$ cat config.mk
export PLATFORM = sky130hd
export DESIGN_NAME = weighted_age_use_cache_replacer_core
export DESIGN_NICKNAME = d
export VERILOG_FILES = /design/src/rtl/core/wauc_pkg.sv /design/src/rtl/core/wauc_ctrl.sv /design/src/rtl/core/wauc_datapath.sv /design/src/rtl/core/weighted_age_use_cache_replacer_core.sv
export SDC_FILE = /design/constraint.sdc
export NUM_CORES = 2
export LEC_CHECK = 0
export BUFFER_PORTS_ARGS = -buffer_cell sky130_fd_sc_hd__buf_2
export CAP_MARGIN = 20
export CORE_MARGIN = 2
export CORE_UTILIZATION = 35
export CTS_CLUSTER_DIAMETER = 80
export DETAILED_ROUTE_END_ITERATION = 16
export SLEW_MARGIN = 20
export SYNTH_ARGS = -nofsm -noshare
export SYNTH_HDL_FRONTEND = slang
export SYNTH_SLANG_ARGS = --single-unit
$ cat constraint.sdc
create_clock -name clk -period 15.8 [get_ports clk]
set_clock_uncertainty 0.05 [all_clocks]
set_input_delay 1.58 -clock clk [delete_from_list [all_inputs] [get_ports clk]]
set_output_delay 1.58 -clock clk [all_outputs]
set_load 0.02 [all_outputs]
$ cat src/rtl/core/wauc_pkg.sv
// Package for the weighted age/use cache replacer.
// Holds widths, request and status codes, and the controller command struct.
package wauc_pkg;
  localparam int DEPTH_DEF = 16;
  localparam int KEY_BITS_DEF = 32;
  localparam int USE_BITS = 32;
  localparam int PIN_BITS = 16;
  localparam int AGE_BITS = 32;
  localparam int BIRTH_BITS = 33;
  localparam int SCORE_BITS = 41;
  localparam int LIMIT_BITS = 5;

  localparam logic [1:0] KIND_LOOKUP  = 2'd0;
  localparam logic [1:0] KIND_INSERT  = 2'd1;
  localparam logic [1:0] KIND_RELEASE = 2'd2;
  localparam logic [1:0] KIND_CLEAR   = 2'd3;

  localparam logic [3:0] ST_HIT        = 4'd0;
  localparam logic [3:0] ST_MISS       = 4'd1;
  localparam logic [3:0] ST_STALE_REM  = 4'd2;
  localparam logic [3:0] ST_STALE_PIN  = 4'd3;
  localparam logic [3:0] ST_INSERTED   = 4'd4;
  localparam logic [3:0] ST_INS_EVICT  = 4'd5;
  localparam logic [3:0] ST_PRESENT    = 4'd6;
  localparam logic [3:0] ST_INS_GROWN  = 4'd7;
  localparam logic [3:0] ST_NO_ROOM    = 4'd8;
  localparam logic [3:0] ST_RELEASED   = 4'd9;
  localparam logic [3:0] ST_REL_UNDER  = 4'd10;
  localparam logic [3:0] ST_NOT_CACHED = 4'd11;
  localparam logic [3:0] ST_CLEARED    = 4'd12;

  localparam logic [1:0] CFG_MAX_ENTRIES = 2'd0;
  localparam logic [1:0] CFG_USE_WEIGHT  = 2'd1;
  localparam logic [1:0] CFG_BONUS       = 2'd2;

  typedef struct packed {
    logic load;
    logic scan_start;
    logic scan_step;
    logic apply;
  } wauc_cmd_t;

  typedef struct packed {
    logic scan_last;
  } wauc_stat_t;
endpackage

$ cat src/rtl/core/wauc_ctrl.sv
// Controller for the cache replacer: sequences load, eviction scan and update.
// Depends on wauc_pkg.
module wauc_ctrl
  import wauc_pkg::*;
(
  input  logic       clk,
  input  logic       rst,
  input  logic       in_fire,
  input  logic       in_is_insert,
  input  logic       out_busy,
  input  wauc_stat_t stat,
  output wauc_cmd_t  cmd,
  output logic       idle
);
  localparam logic [1:0] S_IDLE = 2'd0;
  localparam logic [1:0] S_SCAN = 2'd1;
  localparam logic [1:0] S_APPLY = 2'd2;
  localparam logic [1:0] S_FLUSH = 2'd3;

  logic [1:0] state, state_next;

  always_comb begin
    state_next = state;
    cmd = '0;
    idle = (state == S_IDLE) && !out_busy;
    unique case (state)
      S_IDLE: begin
        if (in_fire) begin
          cmd.load = 1'b1;
          if (in_is_insert) begin
            cmd.scan_start = 1'b1;
            state_next = S_SCAN;
          end else begin
            state_next = S_APPLY;
          end
        end
      end
      S_SCAN: begin
        cmd.scan_step = 1'b1;
        if (stat.scan_last) state_next = S_FLUSH;
      end
      // let the last scored entry reach the comparison
      S_FLUSH: begin
        state_next = S_APPLY;
      end
      S_APPLY: begin
        cmd.apply = 1'b1;
        state_next = S_IDLE;
      end
    endcase
  end

  always_ff @(posedge clk) begin
    if (rst) state <= S_IDLE;
    else state <= state_next;
  end
endmodule

$ cat src/rtl/core/wauc_datapath.sv
// Datapath for the cache replacer: entry store, age, score scan and result.
// Depends on wauc_pkg; commanded by wauc_ctrl.
module wauc_datapath
  import wauc_pkg::*;
#(
  parameter int DEPTH = DEPTH_DEF,
  parameter int KEY_BITS = KEY_BITS_DEF
) (
  input  logic                  clk,
  input  logic                  rst,
  input  wauc_cmd_t             cmd,
  output wauc_stat_t            stat,
  input  logic [1:0]            in_kind,
  input  logic [31:0]           in_key,
  input  logic                  in_time_known,
  input  logic                  in_still_valid,
  input  logic                  in_preferred,
  input  logic                  cfg_fire,
  input  logic [1:0]            cfg_index,
  input  logic [31:0]           cfg_data,
  output logic                  res_valid,
  input  logic                  res_take,
  output logic [3:0]            res_status,
  output logic [3:0]            res_slot,
  output logic                  res_evicted,
  output logic [31:0]           res_evicted_key
);
  localparam int IW = $clog2(DEPTH);
  localparam int CW = $clog2(DEPTH + 1);

  logic [DEPTH-1:0]    valid;
  logic [KEY_BITS-1:0] ekey  [DEPTH];
  logic [BIRTH_BITS-1:0] birth [DEPTH];
  logic [USE_BITS-1:0] euse  [DEPTH];
  logic [PIN_BITS-1:0] pins  [DEPTH];
  logic [AGE_BITS-1:0] age;
  logic [LIMIT_BITS-1:0] limit;
  logic [7:0]  use_weight;
  logic [15:0] bonus;

  logic [1:0] kind;
  logic [KEY_BITS-1:0] key;
  logic tk, sv, pref;

  logic [IW-1:0] scan_idx;
  logic win_found;
  logic [IW-1:0] win;
  logic [SCORE_BITS-1:0] best;
  logic [KEY_BITS-1:0] best_key;
  logic [SCORE_BITS-1:0] prod;
  logic [SCORE_BITS-1:0] score;

  assign stat.scan_last = (scan_idx == IW'(DEPTH - 1));

  // match and free slot search over the latched key
  logic hit;
  logic [IW-1:0] hit_idx;
  logic hit_ex;
  logic [IW-1:0] hit_ex_idx;
  logic free_ex;
  logic [IW-1:0] free_ex_idx;
  logic [CW-1:0] count;
  logic [DEPTH-1:0] valid_ev;
  logic full;

  assign full = ({{(32-CW){1'b0}}, count} >= {27'd0, limit})
                || (32'(count) >= 32'(DEPTH));

  always_comb begin
    valid_ev = valid;
    if (full && win_found) valid_ev[win] = 1'b0;
  end

  always_comb begin
    hit = 1'b0; hit_idx = '0;
    hit_ex = 1'b0; hit_ex_idx = '0;
    free_ex = 1'b0; free_ex_idx = '0;
    count = '0;
    for (int i = DEPTH - 1; i >= 0; i--) begin
      if (valid[i] && ekey[i] == key) begin
        hit = 1'b1; hit_idx = IW'(i);
      end
      if (valid_ev[i] && ekey[i] == key) begin
        hit_ex = 1'b1; hit_ex_idx = IW'(i);
      end
      if (!valid_ev[i]) begin
        free_ex = 1'b1; free_ex_idx = IW'(i);
      end
    end
    for (int i = 0; i < DEPTH; i++) count = count + CW'(valid[i]);
  end

  always_ff @(posedge clk) begin
    prod <= SCORE_BITS'(use_weight) * SCORE_BITS'(euse[scan_idx]);
  end

  // score of the entry at prev_idx, with the registered product
  logic [IW-1:0] prev_idx;
  logic prev_ok;
  assign score = SCORE_BITS'(birth[prev_idx]) + prod;

  logic [AGE_BITS-1:0] age_inc;
  assign age_inc = age + 1'b1;

  logic [LIMIT_BITS-1:0] cfg_lim;
  assign cfg_lim = cfg_data[LIMIT_BITS-1:0];

  always_ff @(posedge clk) begin
    if (rst) begin
      valid <= '0;
      age <= '0;
      limit <= LIMIT_BITS'(10);
      use_weight <= 8'd2;
      bonus <= 16'd1000;
      res_valid <= 1'b0;
      prev_ok <= 1'b0;
      win_found <= 1'b0;
    end else begin
      if (res_valid && res_take) res_valid <= 1'b0;
      if (cfg_fire) begin
        unique case (cfg_index)
          CFG_MAX_ENTRIES: limit <= cfg_lim;
          CFG_USE_WEIGHT:  use_weight <= cfg_data[7:0];
          CFG_BONUS:       bonus <= cfg_data[15:0];
          default: ;
        endcase
      end
      if (cmd.load) begin
        kind <= in_kind;
        key <= KEY_BITS'(in_key);
        tk <= in_time_known;
        sv <= in_still_valid;
        pref <= in_preferred;
        win_found <= 1'b0;
      end
      if (cmd.scan_start) scan_idx <= '0;
      if (cmd.scan_step && !stat.scan_last) scan_idx <= scan_idx + 1'b1;
      prev_idx <= scan_idx;
      prev_ok <= cmd.scan_step && valid[scan_idx] && pins[scan_idx] == '0;
      if (prev_ok) begin
        if (!win_found || score < best || (score == best && ekey[prev_idx] < best_key)) begin
          win_found <= 1'b1;
          win <= prev_idx;
          best <= score;
          best_key <= ekey[prev_idx];
        end
      end
      if (cmd.apply) begin : apply_blk
        logic [3:0] st;
        logic [3:0] slot_n;
        logic ev_n;
        logic [31:0] evk_n;
        logic room;
        logic ins;
        logic wrap;
        logic [DEPTH-1:0] valid_n;
        st = ST_CLEARED;
        slot_n = '0;
        ev_n = 1'b0;
        evk_n = '0;
        room = 1'b1;
        ins = 1'b0;
        wrap = (age_inc == '0);
        valid_n = valid;
        unique case (kind)
          KIND_LOOKUP: begin
            if (!hit || !tk) st = ST_MISS;
            else begin
              slot_n = 4'(hit_idx);
              if (sv) begin
                st = ST_HIT;
                age <= age_inc;
                for (int i = 0; i < DEPTH; i++)
                  if (wrap) birth[i] <= '0;
                if (euse[hit_idx] != '1) euse[hit_idx] <= euse[hit_idx] + 1'b1;
                if (pins[hit_idx] != '1) pins[hit_idx] <= pins[hit_idx] + 1'b1;
              end else if (pins[hit_idx] == '0) begin
                st = ST_STALE_REM;
                valid_n[hit_idx] = 1'b0;
              end else st = ST_STALE_PIN;
            end
          end
          KIND_INSERT: begin
            st = ST_INSERTED;
            age <= age_inc;
            if (full) begin
              if (win_found) begin
                st = ST_INS_EVICT;
                ev_n = 1'b1;
                evk_n = 32'(best_key);
              end else if (32'(limit) < 32'(DEPTH)) begin
                st = ST_INS_GROWN;
                limit <= limit + 1'b1;
              end else room = 1'b0;
            end
            valid_n = valid_ev;
            if (room && hit_ex) begin
              st = ST_PRESENT;
              slot_n = 4'(hit_ex_idx);
            end else if (!room || !free_ex) begin
              st = ST_NO_ROOM;
            end else begin
              ins = 1'b1;
              slot_n = 4'(free_ex_idx);
              valid_n[free_ex_idx] = 1'b1;
              ekey[free_ex_idx] <= key;
              euse[free_ex_idx] <= '0;
              pins[free_ex_idx] <= PIN_BITS'(1);
            end
            for (int i = 0; i < DEPTH; i++) begin
              if (ins && IW'(i) == free_ex_idx)
                birth[i] <= BIRTH_BITS'(age_inc) + (pref ? BIRTH_BITS'(bonus) : '0);
              else if (wrap)
                birth[i] <= '0;
            end
          end
          KIND_RELEASE: begin
            if (!hit) st = ST_NOT_CACHED;
            else begin
              slot_n = 4'(hit_idx);
              if (pins[hit_idx] == '0) st = ST_REL_UNDER;
              else begin
                st = ST_RELEASED;
                pins[hit_idx] <= pins[hit_idx] - 1'b1;
              end
            end
          end
          default: begin
            valid_n = '0;
            st = ST_CLEARED;
          end
        endcase
        valid <= valid_n;
        res_valid <= 1'b1;
        res_status <= st;
        res_slot <= slot_n;
        res_evicted <= ev_n;
        res_evicted_key <= evk_n;
      end
    end
  end
endmodule

$ cat src/rtl/core/weighted_age_use_cache_replacer_core.sv
// Weighted age/use cache replacer, top level.
// Channels: s_axis request in, m_axis result out, cfg register writes.
// Each request gives exactly one result.
// Lookup, release and clear go from load straight to the apply step.
// An insert runs scan and flush before apply; the eviction scan reads one entry
// per cycle through a registered weight-times-use multiplier.
// One request is in flight at a time; s_axis_tready is high when the
// controller is idle and the result register is empty or being taken.
// The result waits in its register while m_axis_tready is low.
// Reset (rst, synchronous, high) invalidates all entries, zeroes the age
// and restores max_entries 10, use_weight 2, preferred_bonus 1000.
// Configuration writes are always accepted; write only while idle.
// Depends on wauc_pkg, wauc_ctrl and wauc_datapath.
module weighted_age_use_cache_replacer_core
  import wauc_pkg::*;
#(
  parameter int DEPTH = DEPTH_DEF,
  parameter int KEY_BITS = KEY_BITS_DEF
) (
  input  logic        clk,
  input  logic        rst,
  input  logic        s_axis_tvalid,
  output logic        s_axis_tready,
  // kind[1:0], key[33:2], time_known[34], still_valid[35], preferred[36], zero fill
  input  logic [39:0] s_axis_tdata,
  output logic        m_axis_tvalid,
  input  logic        m_axis_tready,
  // status[3:0], slot[7:4], evicted[8], evicted_key[40:9], zero fill
  output logic [47:0] m_axis_tdata,
  input  logic        cfg_valid,
  output logic        cfg_ready,
  input  logic [1:0]  cfg_index,
  input  logic [31:0] cfg_data
);
  wauc_cmd_t cmd;
  wauc_stat_t stat;
  logic idle, in_fire, res_valid;
  logic [3:0] st, sl;
  logic ev;
  logic [31:0] evk;

  assign s_axis_tready = idle;
  assign in_fire = s_axis_tvalid && s_axis_tready;
  assign cfg_ready = 1'b1;
  assign m_axis_tvalid = res_valid;
  assign m_axis_tdata = {7'd0, evk, ev, sl, st};

  wauc_ctrl u_ctrl (
    .clk(clk), .rst(rst), .in_fire(in_fire),
    .in_is_insert(s_axis_tdata[1:0] == KIND_INSERT),
    .out_busy(res_valid && !m_axis_tready),
    .stat(stat), .cmd(cmd), .idle(idle)
  );

  wauc_datapath #(.DEPTH(DEPTH), .KEY_BITS(KEY_BITS)) u_dp (
    .clk(clk), .rst(rst), .cmd(cmd), .stat(stat),
    .in_kind(s_axis_tdata[1:0]), .in_key(s_axis_tdata[33:2]),
    .in_time_known(s_axis_tdata[34]), .in_still_valid(s_axis_tdata[35]),
    .in_preferred(s_axis_tdata[36]),
    .cfg_fire(cfg_valid && cfg_ready), .cfg_index(cfg_index), .cfg_data(cfg_data),
    .res_valid(res_valid), .res_take(m_axis_tready),
    .res_status(st), .res_slot(sl), .res_evicted(ev), .res_evicted_key(evk)
  );
endmodule

==> summary.txt <==
Yosys
  – Post-synthesis cell type count: 117
  – Syn Area/Cell: 13.4 sq um
  – Post-synth top flop: edfxtp_1
  – EDFF count, synth: 1971
  – Post-synthesis mux area share: 0.118
  – Synthesis Warnings: 0
  – Post-synthesis compound-gate area fraction: 0.0536
  – Sequential area share after synthesis: 0.564
  – Syn Inst Count: 8151
  – Synthesis-stage register bit count: 2101
  – Fraction of synthesized cell area in xor and xnor cells: 0.0561
  – Simple-gate share of the synthesized area: 0.112
  – Fraction of registers with async set/reset: 0
  – Post-synthesis cell area: 109000 sq um
  – Largest family of logic cells by synthesized area: multiplexers
  – Adder-Cell Fraction of Synth Area: 0.0593

Critical path
  – Crit path capture type: flop
  – Critical Path RT: 16.33 ns
  – R2R Setup Slk: 2.54 ns
  – Worst setup SP type: flop
  – Crit path max fanout: 53
  – Reg2reg path depth: 37
  – Crit path max-delay cell type: dfxtp_4
  – CP dominant cell by count: o21ai_0
  – Slowest Stage Delay on Critical Path: 0.85 ns
  – Reg2reg end: u_dp.best_key[18]$_DFFE_PP_
  – Crit Path Category: reg2reg
  – Crit path arrival time: 13.79 ns

Die
  – Die Y-Extent: 563 microns
  – Die Wd: 563 microns
  – Starting density of the core: 0.351
  – FP Rows: 205
  – Die Footprint: 317000 sq um
  – Top Ports: 130
  – Core area: 312000 sq um

STA
  – RSZ-0062 raised after global routing: false
  – Setup WS post-layout: 2.54 ns
  – Final setup fails: 0
  – Max-Slew Margin vs Limit: 0.223
  – Max-slew violations: 0
  – Worst Tran Pin Value: 1.16 ns
  – Final Hold Fails: 0
  – Worst hold slack: 0.394 ns
  – FMAX: 75.4 MHz
  – Fin crit period: 13.26 ns
  – Final cycle utilization of the critical path: 0.839
  – Sum Neg Setup Slack: 0 ns

Clocking
  – Num CTS Buffers: 232
  – Clk sinks: 2101
  – Hold Buf Count CTS: 0
  – # H-tree levels: 4
  – Worst-path clk slew: 0.06 ns
  – CTS tree: done
  – Setup Buffers After CTS: 0
  – Post-CTS resize count: 0
  – Latest clock arrival within the worst-skew pair: 0.94 ns
  – Clock buffer depth: 4
  – Root buf cell: clkbuf_16

Place
  – RD Place Congestion: 0.967
  – Pre-CTS setup slack: 2.66 ns
  – Port bufs: 102
  – DP Area: 115000 sq um
  – HPWL Detailed: 239000 microns

Detailed routing
  – DRC: 0
  – Vias per cell: 5.75
  – Post-DRT Antenna Nets: 0
  – Post-Route WL: 363000 microns
  – Wire length per cell: 28.8 microns
  – Via count: 72500
  – Initial DRC count: 9269
  – TritonRoute pass-1 iters: 5

Finish
  – Syn-to-layout area delta: 12.1%
  – Most common cell after layout, fill and taps aside: edfxtp_1
  – Most frequent cells in the layout: edfxtp_1, nor2_1, nand2_1
  – Nets: 8734
  – Fin area: 123000 sq um
  – Fillcell total: 28900
  – Register area: 61800 sq um
  – Area of the multi-input gates: 44200 sq um
  – Fraction of layout cells with a size suffix above 1: 0.161

Hold path
  – Hold WC Path Type: reg2reg
  – Hold path startpoint: u_dp.prev_idx[3]$_DFFE_PN_
  – Worst hold path depth: 0
  – Hold EP: u_dp.win[3]$_DFFE_PP_

Flow run
  – Max Cap Viol: 0

Power and ir drop
  – Peak VDD IR: 87.7 uV
  – Static Leak: 42.7 nW
  – PD cells: 107 nW/um^2
  – Total power: 13.2 mW

Status
  – Outcome: completed

Global route
  – Tot GR Track Use: 0.223
  – Largest net degree at the start of global routing: 100
  – Initial antenna violation count: 34
  – Grt ovf: 0
  – Vias in the first global route: 71200
  – Global-route wire length before repair: 513000 microns
## worst max-delay path: cells and delay by family (launching register included)
| kind | cells | cell delay (ns) |
|---|---|---|
| AOI/OAI and AO/OA | 18 | 5.55 |
| and+or+nand+nor | 12 | 3.38 |
| buffers and inverters | 2 | 1.19 |
| muxes | 2 | 0.91 |
| DFF | 1 | 0.85 |
| adders and majority gates | 2 | 0.63 |
| xor gates and xnor gates | 1 | 0.16 |
## layer usage
metal | global-route usage | routed length (microns)
met5 | 0 | 97
met4 | 0.0873 | 15200
met3 | 0.0337 | 32200
met2 | 0.360 | 169000
met1 | 0.302 | 146000
## flip-flops by register name (all words and copies together) (netlist names), 5 cells and up, named ones only
register              flops
u_dp.key                 32
u_dp.prod                40
u_dp.valid               16
u_dp.birth              528
u_dp.use_weight           8
u_dp.limit                5
u_dp.euse               512
u_dp.res_evicted_key     32
u_dp.bonus               16
u_dp.age                 32
u_dp.ekey               512
u_dp.best                41
u_dp.pins               256
u_dp.best_key            32
## synthesized netlist by cell type (all sizes together), types with 149 or more instances
| cell type | instances | area [sq um] |
|---|---|---|
| edfxtp | 1971 | 59200 |
| nor2 | 768 | 2890 |
| nand2 | 517 | 1940 |
| mux4 | 491 | 11100 |
| xor2 | 458 | 4010 |
| inv | 418 | 1570 |
| a21oi | 294 | 1510 |
| clkbuf | 273 | 1020 |
| and2 | 266 | 1660 |
| xnor2 | 242 | 2130 |
| nor4 | 231 | 1490 |
| ha | 210 | 2630 |
| o21ai | 200 | 1000 |
| fa | 193 | 3860 |
| buf | 189 | 1400 |
| mux2i | 149 | 1490 |
## final cells by class
type / instances / share of cell area
Sequential cell: 2101 / 0.504
Antenna cell: 11 / 0.000224
Multi-Input combinational cell: 5176 / 0.360
Clock buffer: 277 / 0.0499
Timing Repair Buffer: 323 / 0.0179
Tap cell: 4140 / 0.0422
Clock inverter: 154 / 0.0128
Inverter: 418 / 0.0128
## how the worst max path moves through the flow
stage | to | depth (start not counted)
final | u_dp.best_key[18]$_DFFE_PP_ | 37
after global routing | u_dp.best_key[18]$_DFFE_PP_ | 35
after CTS | u_dp.best_key[18]$_DFFE_PP_ | 35
after detailed placement | u_dp.best_key[17]$_DFFE_PP_ | 35
after global placement | u_dp.best_key[16]$_DFFE_PP_ | 35
after floorplan | u_dp.birth[13][0]$_SDFFCE_PP0P_ | 29
## cell families (layout without fill, tap and decap cells)
family	count (synthesis)	after routing
AOI/OAI and AO/OA	923	923
xor gates and xnor gates	700	700
adders and majority gates	403	403
buffers and inverters	880	1172
DFF	2101	2101
muxes	672	672
other	2	19
and+or+nand+nor	2470	2470
## power breakdown
part,internal [mW],switching (mW)
clock,3.19,2.35
combinational,0.554,0.862
sequential,6.13,0.0850
## through the flow
stage,instances,util
finish,12600,0.394
global placement,12200,0.369
detailed placement,12200,0.369
CTS,12600,0.394
floorplan,8157,-
global route,12600,0.394
(Power assumes the default switching activity.)
